==> config.mk <==
export PLATFORM = sky130hd
export DESIGN_NAME = lru_row_cache_tags
export DESIGN_NICKNAME = d
export VERILOG_FILES = /design/src/rtl/lrct_pkg.sv /design/src/rtl/lrct_cell.sv /design/src/rtl/lru_row_cache_tags.sv
export SDC_FILE = /design/constraint.sdc
export NUM_CORES = 2
export LEC_CHECK = 0
export BUFFER_PORTS_ARGS = -buffer_cell sky130_fd_sc_hd__buf_2
export CAP_MARGIN = 20
export CORE_ASPECT_RATIO = 1.5
export CORE_UTILIZATION = 48
export CTS_BUF_LIST = sky130_fd_sc_hd__clkbuf_8
export DETAILED_ROUTE_END_ITERATION = 8
export MAX_ROUTING_LAYER = met4
export PLACE_DENSITY = 0.65
export SLEW_MARGIN = 20
export SYNTH_ARGS = -nofsm -noshare
export SYNTH_HDL_FRONTEND = slang
export SYNTH_SLANG_ARGS = --single-unit
==> constraint.sdc <==
create_clock -name clk -period 4.14 [get_ports clk]
set_input_delay 0.414 -clock clk [delete_from_list [all_inputs] [get_ports clk]]
set_output_delay 0.414 -clock clk [all_outputs]
set_load 0.02 [all_outputs]
==> src/rtl/lrct_pkg.sv <==
// shared types and constants for the row cache tag controller
`default_nettype none

package lrct_pkg;

	// fixed field widths of the stream and configuration ports
	localparam int STAMP_W      = 32;
	localparam int ROW_NUMBER_W = 16;
	localparam int MAP_INDEX_W  = 2;
	localparam int WAY_OUT_W    = 3;
	localparam int S_TDATA_W    = 24;
	localparam int M_TDATA_W    = 8;
	localparam int CFG_INDEX_W  = 2;
	localparam int CFG_DATA_W   = 4;
	localparam int CFG_REGS     = 4;

	// way count used after reset and for maps without a register
	localparam logic [CFG_DATA_W-1:0] DEFAULT_WAYS = 4'd8;

	// configuration register indexes
	localparam logic [CFG_INDEX_W-1:0] REG_WAYS_MAP0 = 2'd0;
	localparam logic [CFG_INDEX_W-1:0] REG_WAYS_MAP1 = 2'd1;
	localparam logic [CFG_INDEX_W-1:0] REG_WAYS_MAP2 = 2'd2;
	localparam logic [CFG_INDEX_W-1:0] REG_WAYS_MAP3 = 2'd3;

	// running search state handed from one way cell to the next
	typedef struct packed {
		logic               valid;
		logic               hit;
		logic [STAMP_W-1:0] min_stamp;
	} link_t;

	// write-back broadcast to all way cells
	typedef struct packed {
		logic               wr;
		logic               hit;
		logic [STAMP_W-1:0] stamp;
	} upd_t;

	typedef enum logic [1:0] {
		ST_IDLE,
		ST_SCAN,
		ST_WRITE
	} state_t;

endpackage

`default_nettype wire

==> src/rtl/lrct_cell.sv <==
// one cache way: tag, valid and stamp of every map, plus one step of the search chain
`default_nettype none

module lrct_cell #(
	parameter int IDX      = 0,
	parameter int MAPS     = 4,
	parameter int WAYS     = 8,
	parameter int ROW_BITS = 16,
	localparam int MAP_W   = (MAPS > 1) ? $clog2(MAPS) : 1,
	localparam int WIDX_W  = (WAYS > 1) ? $clog2(WAYS) : 1,
	localparam int CNT_W   = $clog2(WAYS + 1)
) (
	input  wire logic                 clk,
	input  wire logic                 arst_n,
	input  wire logic [MAP_W-1:0]     sel_map,
	input  wire logic [ROW_BITS-1:0]  tag,
	input  wire logic [CNT_W-1:0]     way_count,
	input  wire lrct_pkg::link_t      link_in,
	input  wire logic [WIDX_W-1:0]    hit_way_in,
	input  wire logic [WIDX_W-1:0]    min_way_in,
	output lrct_pkg::link_t           link_out,
	output logic [WIDX_W-1:0]         hit_way_out,
	output logic [WIDX_W-1:0]         min_way_out,
	input  wire lrct_pkg::upd_t       upd,
	input  wire logic [WIDX_W-1:0]    upd_way
);
	import lrct_pkg::*;

	localparam logic [WIDX_W-1:0] MY_WAY = WIDX_W'(IDX);

	logic [ROW_BITS-1:0] tag_q   [MAPS];
	logic [STAMP_W-1:0]  stamp_q [MAPS];
	logic [MAPS-1:0]     valid_q;

	logic [ROW_BITS-1:0] cur_tag;
	logic [STAMP_W-1:0]  cur_stamp;
	logic                cur_valid;
	logic                active;
	logic                my_write;

	link_t               link_d;
	logic [WIDX_W-1:0]   hit_way_d;
	logic [WIDX_W-1:0]   min_way_d;

	link_t               link_q;
	logic [WIDX_W-1:0]   hit_way_q;
	logic [WIDX_W-1:0]   min_way_q;

	// entry of the requested map
	assign cur_tag   = tag_q[sel_map];
	assign cur_stamp = stamp_q[sel_map];
	assign cur_valid = valid_q[sel_map];
	assign active    = CNT_W'(IDX) < way_count;
	assign my_write  = upd.wr && (upd_way == MY_WAY);

	// search step: first matching way wins, last smallest stamp is the victim
	always_comb begin
		link_d    = link_in;
		hit_way_d = hit_way_in;
		min_way_d = min_way_in;
		if (link_in.valid && active) begin
			if (!link_in.hit && cur_valid && (cur_tag == tag)) begin
				link_d.hit = 1'b1;
				hit_way_d  = MY_WAY;
			end
			if ((IDX == 0) || (cur_stamp <= link_in.min_stamp)) begin
				link_d.min_stamp = cur_stamp;
				min_way_d        = MY_WAY;
			end
		end
	end

	// chain register toward the next way
	always_ff @(posedge clk or negedge arst_n) begin
		if (!arst_n) begin
			link_q    <= '0;
			hit_way_q <= '0;
			min_way_q <= '0;
		end else begin
			link_q    <= link_d;
			hit_way_q <= hit_way_d;
			min_way_q <= min_way_d;
		end
	end

	assign link_out    = link_q;
	assign hit_way_out = hit_way_q;
	assign min_way_out = min_way_q;

	// stamps and valid bits start cleared
	always_ff @(posedge clk or negedge arst_n) begin
		if (!arst_n) begin
			for (int i = 0; i < MAPS; i++) begin
				stamp_q[i] <= '0;
			end
			valid_q <= '0;
		end else if (my_write) begin
			stamp_q[sel_map] <= upd.stamp;
			if (!upd.hit) begin
				valid_q[sel_map] <= 1'b1;
			end
		end
	end

	// tags are only read behind their valid bit
	always_ff @(posedge clk) begin
		if (my_write && !upd.hit) begin
			tag_q[sel_map] <= tag;
		end
	end

endmodule

`default_nettype wire

==> src/rtl/lru_row_cache_tags.sv <==
// top level of the row cache tag controller: request control, way count registers, way chain
`default_nettype none

// Tag and LRU replacement control for a per-map fully associative row cache.
// Each request item (map, row) gets one result item: hit with the way that
// holds the row, or miss with the way to refill, chosen as the way in use with
// the oldest stamp (highest way on ties). Every request advances a 32-bit
// access counter that stamps the way used; stamps wrap without handling.
// The ways form a chain of cells, one per way, and a request walks down that
// chain one cell per cycle; its result is registered at the chain end, and a
// new item is taken the cycle after that result is written to the output
// register, so no new item is taken before the last one is through; a result
// held by the receiver delays that write. The output register holds a result
// while the next item is accepted. Way counts are to be set by the user
// through the cfg port while no request is in flight; the block does not
// enforce this. A write takes effect at once.
module lru_row_cache_tags #(
	parameter int MAPS     = 4,
	parameter int WAYS     = 8,
	parameter int ROW_BITS = 16
) (
	input  wire logic                              clk,
	input  wire logic                              arst_n,
	// request item
	input  wire logic                              s_tvalid,
	output logic                                   s_tready,
	input  wire logic [lrct_pkg::S_TDATA_W-1:0]    s_tdata,   // map_index[1:0], row_number[17:2]
	// result item
	output logic                                   m_tvalid,
	input  wire logic                              m_tready,
	output logic [lrct_pkg::M_TDATA_W-1:0]         m_tdata,   // way[2:0]
	output logic                                   m_tuser,   // hit[0]
	// configuration writes
	input  wire logic                              cfg_valid,
	output logic                                   cfg_ready,
	input  wire logic [lrct_pkg::CFG_INDEX_W-1:0]  cfg_index,
	input  wire logic [lrct_pkg::CFG_DATA_W-1:0]   cfg_data
);
	import lrct_pkg::*;

	localparam int MAP_W  = (MAPS > 1) ? $clog2(MAPS) : 1;
	localparam int WIDX_W = (WAYS > 1) ? $clog2(WAYS) : 1;
	localparam int CNT_W  = $clog2(WAYS + 1);

	state_t state_q, state_d;

	logic [CFG_DATA_W-1:0] ways_q [CFG_REGS];
	logic [STAMP_W-1:0]    count_q;

	logic [MAP_W-1:0]      map_q;
	logic [ROW_BITS-1:0]   tag_q;
	logic [CNT_W-1:0]      n_q;
	logic                  start_q;

	logic                  res_hit_q;
	logic [WIDX_W-1:0]     res_way_q;
	logic                  out_valid_q;
	logic                  out_hit_q;
	logic [WIDX_W-1:0]     out_way_q;

	logic                  accept;
	logic                  take_result;
	logic                  commit;

	logic [MAP_INDEX_W-1:0]  map_in;
	logic [ROW_NUMBER_W-1:0] row_in;
	logic [3:0]              map_ext;
	logic [3:0]              map_red;
	logic [CFG_DATA_W-1:0]   raw_ways;
	logic [7:0]              raw8;
	logic [7:0]              n_next;

	link_t             link    [WAYS+1];
	logic [WIDX_W-1:0] hit_way [WAYS+1];
	logic [WIDX_W-1:0] min_way [WAYS+1];
	upd_t              upd;

	assign cfg_ready = 1'b1;

	// configuration registers
	always_ff @(posedge clk or negedge arst_n) begin
		if (!arst_n) begin
			for (int i = 0; i < CFG_REGS; i++) begin
				ways_q[i] <= DEFAULT_WAYS;
			end
		end else if (cfg_valid) begin
			unique case (cfg_index)
				REG_WAYS_MAP0: ways_q[0] <= cfg_data;
				REG_WAYS_MAP1: ways_q[1] <= cfg_data;
				REG_WAYS_MAP2: ways_q[2] <= cfg_data;
				REG_WAYS_MAP3: ways_q[3] <= cfg_data;
				default: ;
			endcase
		end
	end

	// request decode: fold the map into range, clamp its way count
	assign map_in  = s_tdata[MAP_INDEX_W-1:0];
	assign row_in  = s_tdata[MAP_INDEX_W +: ROW_NUMBER_W];
	assign map_ext = 4'(map_in);

	always_comb begin
		if (MAPS == 1) begin
			map_red = '0;
		end else if (map_ext >= 4'(MAPS)) begin
			map_red = map_ext - 4'(MAPS);
		end else begin
			map_red = map_ext;
		end
		if (map_red < 4'(CFG_REGS)) begin
			raw_ways = ways_q[map_red[CFG_INDEX_W-1:0]];
		end else begin
			raw_ways = DEFAULT_WAYS;
		end
		raw8 = 8'(raw_ways);
		priority if (raw8 == 8'd0) begin
			n_next = 8'd1;
		end else if (raw8 > 8'(WAYS)) begin
			n_next = 8'(WAYS);
		end else begin
			n_next = raw8;
		end
	end

	// request sequencing
	always_ff @(posedge clk or negedge arst_n) begin
		if (!arst_n) begin
			state_q <= ST_IDLE;
		end else begin
			state_q <= state_d;
		end
	end

	always_comb begin
		state_d     = state_q;
		s_tready    = 1'b0;
		accept      = 1'b0;
		take_result = 1'b0;
		commit      = 1'b0;
		unique case (state_q)
			ST_IDLE: begin
				s_tready = 1'b1;
				if (s_tvalid) begin
					accept  = 1'b1;
					state_d = ST_SCAN;
				end
			end
			ST_SCAN: begin
				if (link[WAYS].valid) begin
					take_result = 1'b1;
					state_d     = ST_WRITE;
				end
			end
			ST_WRITE: begin
				if (!out_valid_q || m_tready) begin
					commit  = 1'b1;
					state_d = ST_IDLE;
				end
			end
			default: state_d = ST_IDLE;
		endcase
	end

	// access counter and chain start pulse
	always_ff @(posedge clk or negedge arst_n) begin
		if (!arst_n) begin
			count_q <= '0;
			start_q <= 1'b0;
		end else begin
			start_q <= accept;
			if (accept) begin
				count_q <= count_q + STAMP_W'(1);
			end
		end
	end

	// request held for the whole walk
	always_ff @(posedge clk) begin
		if (accept) begin
			map_q <= MAP_W'(map_red);
			tag_q <= ROW_BITS'(row_in);
			n_q   <= CNT_W'(n_next);
		end
		if (take_result) begin
			res_hit_q <= link[WAYS].hit;
			res_way_q <= link[WAYS].hit ? hit_way[WAYS] : min_way[WAYS];
		end
	end

	// chain entry
	assign link[0].valid     = start_q;
	assign link[0].hit       = 1'b0;
	assign link[0].min_stamp = '0;
	assign hit_way[0]        = '0;
	assign min_way[0]        = '0;

	// write-back to the chosen way
	assign upd.wr    = commit;
	assign upd.hit   = res_hit_q;
	assign upd.stamp = count_q;

	// one cell per way
	for (genvar g = 0; g < WAYS; g++) begin : g_way
		lrct_cell #(
			.IDX      (g),
			.MAPS     (MAPS),
			.WAYS     (WAYS),
			.ROW_BITS (ROW_BITS)
		) u_cell (
			.clk         (clk),
			.arst_n      (arst_n),
			.sel_map     (map_q),
			.tag         (tag_q),
			.way_count   (n_q),
			.link_in     (link[g]),
			.hit_way_in  (hit_way[g]),
			.min_way_in  (min_way[g]),
			.link_out    (link[g+1]),
			.hit_way_out (hit_way[g+1]),
			.min_way_out (min_way[g+1]),
			.upd         (upd),
			.upd_way     (res_way_q)
		);
	end

	// output register
	always_ff @(posedge clk or negedge arst_n) begin
		if (!arst_n) begin
			out_valid_q <= 1'b0;
		end else if (commit) begin
			out_valid_q <= 1'b1;
		end else if (m_tready) begin
			out_valid_q <= 1'b0;
		end
	end

	always_ff @(posedge clk) begin
		if (commit) begin
			out_hit_q <= res_hit_q;
			out_way_q <= res_way_q;
		end
	end

	assign m_tvalid = out_valid_q;
	assign m_tuser  = out_hit_q;
	assign m_tdata  = M_TDATA_W'(WAY_OUT_W'(out_way_q));

endmodule

`default_nettype wire
Yosys cells after proc, flatten, opt, wreduce, memory -nomap -nowiden

Memory sizes are Yosys's and may differ from the RTL's. A register that Yosys moved wholly into a read port is not among the register bits.
Cells that the tools add are included.

Bits in registers: 1416
RAM bits: 512
Bits of input ports: 35
Memories kept: 8

Memory list:

| name                  | words | bits a word | read ports | clocked after memory_dff | write ports | RTL line        | source |
|---|---|---|---|---|---|---|---|
| g_way[0].u_cell.tag_q | 4     | 16          | 1          | 1                        | 1           | lrct_cell.sv:31 | `logic [ROW_BITS-1:0] tag_q [MAPS];` |
| g_way[1].u_cell.tag_q | 4     | 16          | 1          | 1                        | 1           | lrct_cell.sv:31 |  |
| g_way[2].u_cell.tag_q | 4     | 16          | 1          | 1                        | 1           | lrct_cell.sv:31 |  |
| g_way[3].u_cell.tag_q | 4     | 16          | 1          | 1                        | 1           | lrct_cell.sv:31 |  |
| g_way[4].u_cell.tag_q | 4     | 16          | 1          | 1                        | 1           | lrct_cell.sv:31 |  |
| g_way[5].u_cell.tag_q | 4     | 16          | 1          | 1                        | 1           | lrct_cell.sv:31 |  |
| 2 more memories       | n/a   | n/a         | n/a        | n/a                      | n/a         | n/a             |  |

Add/sub/neg operators: 2
Magnitude comparators: 23
Eq/ne operators: 23
Mux-type cells: 147
Bitwise gates (word level): 11
Reduce and logical (&&, ||, !) cells: 70

Operators with widths:

| operator                                                                     | number |
|---|---|
| 128-bit bitwise mux                                                          | 8 |
| 32-bit 2-to-1 mux                                                            | 24 |
| 32-bit binary-select mux with 2-bit select                                   | 8 |
| 33-bit 2-to-1 mux                                                            | 8 |
| 32-bit less-or-equal comparator                                              | 7 |
| 16-bit equality test                                                         | 8 |
| 32-bit demux with 2-bit select                                               | 1 |
| 3-bit 2-to-1 mux                                                             | 21 |
| 1-bit 2-to-1 mux                                                             | 46 |
| 1-bit logical AND                                                            | 41 |
| 32-bit by 1-bit adder with 32-bit output (second input constant)             | 1 |
| 4-bit OR                                                                     | 8 |
| 2-bit 2-to-1 mux                                                             | 15 |
| 2-bit AND reduction                                                          | 12 |
| 4-bit 2-to-1 mux                                                             | 5 |
| 1-bit binary-select mux with 2-bit select                                    | 8 |
| 3-bit by 4-bit less-than comparator with 1-bit output (first input constant) | 4 |
| 3-bit equality test (second input constant)                                  | 4 |
| 1-bit logical NOT                                                            | 9 |
| 4-bit binary-select mux with 2-bit select                                    | 1 |
| 1-bit by 4-bit less-than comparator with 1-bit output (first input constant) | 2 |
| 2-bit by 4-bit less-than comparator with 1-bit output (first input constant) | 2 |
| 2-bit equality test (second input constant)                                  | 3 |
| 3-bit by 2-bit equality test with 1-bit output (second input constant)       | 2 |
| other kinds (23)                                                             | 28 |

Logic depth before layout (Yosys ltp)

Depth in word-level cells: 9
Mapped depth: 15
Mapped depth without buffers: 9

By module

From an unflattened synthesis, not the netlist that was laid out.

Cells, all modules: 5964
Area total of the unflattened synthesis: 89693.5 µm²

Modules (own cells, without submodules):

| module                      | times used | cells an instance | area an instance (µm²) | seq. area each (µm²) |
|---|---|---|---|---|
| lrct_cell (g_way[3].u_cell) | 1          | 804               | 11340.9                | 6226.0 |
| lrct_cell (g_way[4].u_cell) | 1          | 834               | 11317.1                | 6226.0 |
| lrct_cell (g_way[7].u_cell) | 1          | 811               | 11222.0                | 6226.0 |
| lrct_cell (g_way[6].u_cell) | 1          | 793               | 11139.4                | 6226.0 |
| lrct_cell (g_way[1].u_cell) | 1          | 643               | 10538.9                | 6226.0 |
| lrct_cell (g_way[2].u_cell) | 1          | 647               | 10520.1                | 6226.0 |
| lrct_cell (g_way[5].u_cell) | 1          | 660               | 10512.6                | 6226.0 |
| lrct_cell (g_way[0].u_cell) | 1          | 541               | 9755.6                 | 6226.0 |
| lru_row_cache_tags          | 1          | 231               | 3347.0                 | 2207.1 |

Least setup slack after synthesis

Ideal clock, no wire load.

Kind: register to register
From: reg map_q[0]
To: reg g_way[4].u_cell.link_q, in the netlist g_way[4].u_cell.link_out[10]
Library setup time: 125 ps
Data arrival time: 4092 ps
Required time: 4015 ps
Slack: -76 ps
Stages on the path, launching flop included: 15
Path buffers: 6
Cells stage by stage: edfxtp_1 > buf_2 > buf_1 > buf_2 > buf_2 > mux4_2 > ha_1 > nand4_1 > or4_1 > nor2_1 > and3_1 > a31o_2 > clkbuf_1 > buf_2 > mux2_2

RTL lines:

| what                   | RTL line                  | source |
|---|---|---|
| from (decl)            | lru_row_cache_tags.sv:50  | `logic [MAP_W-1:0] map_q;` |
| from (signal assigned) | lru_row_cache_tags.sv:180 | `map_q <= MAP_W'(map_red);` |
| to (signal assigned)   | lrct_cell.sv:80           | `link_q <= link_d;` |
| to (decl)              | lrct_cell.sv:45           | `link_t link_q;` |

==> results.py <==
metrics = {
    "status": {
        "outcome": "completed",
    },
    "timing": {
        "hold_viol": 0,
        "relSlewSlack_pct": 29.1,
        "holdWs_ns": 0.142,
        "fin_setup_tns_ns": 0,
        "drv_slew": 0,
        "post-route-min-period_ns": 3.90,
        "tightest_slew_ns": 1.06,
        "finalCritPeriodShare_pct": 94.2,
        "rsz0062_at_grt": "false",
        "clock.fmax_mhz": 256,
        "final-setup-viol-count": 0,
        "skew_ns": 0.106,
    },
    "synth": {
        "synth_xor_area_share_pct": 1.63,
        "synth_seq_cells": 1926,
        "synth-warning-count": 0,
        "synth_edf_count": 542,
        "synth.yosys.seq_area_share_pct": 57.7,
        "synthMuxAreaShare_pct": 24.0,
        "synth.distinct_cells": 70,
        "synthAdderAreaFrac_pct": 3.19,
        "yosys.area.top_type": "dfrtp_1",
        "yosys.area_share.simple_pct": 4.69,
        "synth_top_family_by_area": "multiplexers",
        "syn_area_sq_mm": 0.0883,
        "synth_area_leaders": "dfrtp_1 (39%), edfxtp_1 (18%), mux2_2 (14%), mux4_2 (9.3%), ha_1 (3.2%)",
        "avgSynthCellArea_sq_um": 14.4,
        "syn_inst": 6119,
        "synth_compound_area_share_pct": 5.51,
        "ys_async_sr_fraction_pct": 71.8,
        "yosys-top-cells-count": "dfrtp_1 (1378), mux2_2 (1081), edfxtp_1 (542), clkbuf_1 (370), mux4_2 (365)",
        "yosysMostFrequentCell": "dfrtp_1",
        "yosysTopAreaCellShare_pct": 39.1,
        "synthFlopType": "dfrtp_1",
    },
    "grt": {
        "grt_max_degree": 129,
        "grt_pass1_wl_mm": 320,
        "grt_overflow": 0,
        "antenna_found_initial": 3,
        "grt_pass1_vias": 55400,
        "gr-usage-all-layers_pct": 22.6,
    },
    "detailed_routing": {
        "vias": 52400,
        "antenna_left": 0,
        "totalWireLength_mm": 202,
        "dr.pass1.iters": 5,
        "drt_iter0_drc": 3366,
        "wire_per_inst_microns": 22.6,
        "viasPerCell": 5.84,
        "drc": 0,
    },
    "die": {
        "start_util_pct": 48.3,
        "fp.dieH_microns": 527,
        "die_x_microns": 352,
        "num_rows": 192,
        "dieArea_sq_mm": 0.186,
        "coreArea_sq_mm": 0.183,
        "ios": 47,
    },
    "critical_path": {
        "cp-end-kind": "flip-flop",
        "critical_path_buf_inv_count": 3,
        "cp_data_arrival_time_ns": 4.63,
        "cp_top_family": "simple AND/OR/NAND/NOR gates",
        "slowest_stage": "or4_1",
        "crit_path_max_fanout": 66,
        "crit_chain": "buf_12 -> buf_4 -> mux4_2 -> ha_1 -> nand4_1 -> or4_1 -> or3b_4 -> buf_12 -> a31oi_1 -> o311ai_0",
        "required_ns": 4.87,
        "crit_type": "flip-flop to flip-flop",
        "start_kind": "flip-flop",
        "slowest_delay_ns": 0.58,
        "critPathMostFrequentCell": "buf_12",
    },
    "power": {
        "ir_drop_uv": 320,
        "p_leak_nw": 43.4,
        "power_density_mw_per_mm2": 402,
    },
    "clock_tree": {
        "cts.sinks": 1926,
        "cts_buffers": 301,
        "post-cts-setup-buffers": 0,
        "clock_path_buffers": 4,
        "cts_tree": "yes",
        "cts.clk_slew.worst_paths_ns": 0.06,
        "clockRootBuffer": "clkbuf_8",
        "htree_levels": 5,
        "clock_latency_ns": 0.94,
    },
    "layout": {
        "drive_above_1_share_pct": 34.9,
        "final_net_count": 6574,
        "fin_util_pct": 54.2,
        "areaGrowthSynthToFinish_pct": 12.0,
    },
    "placement": {
        "gp_congestion": 0.868,
        "numPortBuffers": 34,
        "dpl.hpwl_mm": 135,
    },
    "hold_path": {
        "min_path_type": "input pin to asynchronous set/reset pin",
    },
    "job": {
        "max_cap_viol_count": 0,
    },
}
==> metrics by stage <==
step | instance area (sq um) | std cells | setup slack, ns | power (mW)
floorplan | 88300 | 6123 | 0.0127 | 22.8
global placement | 92600 | 8405 | 0.247 | 24.3
detailed placement | 92600 | 8405 | 0.228 | 24.3
CTS | 98900 | 8964 | 0.207 | 40.3
global route | 98900 | 8966 | 0.00563 | 41.3
finish | 98900 | 8966 | 0.239 | 39.7
==> repair_timing <==
item                                    CTS  global route
endpoints found under the setup margin    0            14
hold buffers                             31             0
gates resized for setup                   0             1
hold endpoints to repair                140             0
==> sequential cells by signal (all words and copies together) (netlist names), named ones only <==
name	flops
g_way.u_cell.tag_q	512
n_q	4
map_q	2
start_q	1
res_hit_q	1
out_way_q	3
state_q	2
ways_q	16
m_tuser	1
count_q	32
g_way.u_cell.stamp_q	1024
g_way.u_cell.link_out	240
g_way.u_cell.hit_way_out	17
g_way.u_cell.valid_q	32
tag_q	16
m_tvalid	1
res_way_q	3
g_way.u_cell.min_way_out	17
==> final cells by class <==
type,instances,area [sq um]
clock inverters,161,860
diodes,2,5.00
flip-flops and latches,1926,50900
repair buffers,383,3500
multi-input cells,3469,34600
clock buffers,367,5050
fillers,14900,83700
well taps,2425,3030
inverters,233,875
==> final timing paths <==
kind | start | end | slack, ns | depth (start not counted)
hold reg to reg | g_way[3].u_cell.link_out[33] | g_way[4].u_cell.link_out[33] | 0.38 | 0
setup / recovery | map_q[0] | g_way[5].u_cell.link_out[25] | 0.24 | 10
hold / removal | arst_n | g_way[3].u_cell.stamp_q[30] | 0.14 | 2
max in group asynchronous | arst_n | g_way[1].u_cell.stamp_q[44] | 2.70 | 4
min in group clk | s_tdata[13] | tag_q[11] | 0.20 | 2
setup reg to reg | map_q[0] | g_way[5].u_cell.link_out[25] | 0.24 | 10
==> per-layer routing <==
layer | GRT usage [%] | part of all wire [%]
met2 | 39.3 | 53
met4 | 7.13 | 2.8
met5 | - | 0
met1 | 27.4 | 41
met3 | 2.75 | 3.4
==> cell families (layout without fill, tap and decap cells) <==
kind of cell	after synthesis	count (layout)
AO/OA/AOI/OAI	692	692
XOR/XNOR	164	164
adder cells (fa/ha/maj)	225	225
buffers and inverters	728	1144
flip-flops	1926	1926
multiplexers	1512	1512
other	2	8
AND/OR/NAND/NOR	870	870
==> cells in the final DEF (no fill, tap or decap), drive strengths merged, types with 97 or more instances in the layout <==
master,n
a21oi,99
a31oi,131
buf,352
clkbuf,367
dfrtp,1378
edfxtp,542
ha,225
inv,334
mux2,1081
mux4,372
nand2,340
nand3,134
nor2,128
o311ai,128
xnor2,97
==> power breakdown <==
group          total [mW]  internal [mW]  switching (mW)
clock network        15.8           8.39            7.39
registers            20.1           19.9           0.233
logic                3.86           1.46            2.40
total                39.7           29.7            10.0
(Power assumes the default switching activity.)
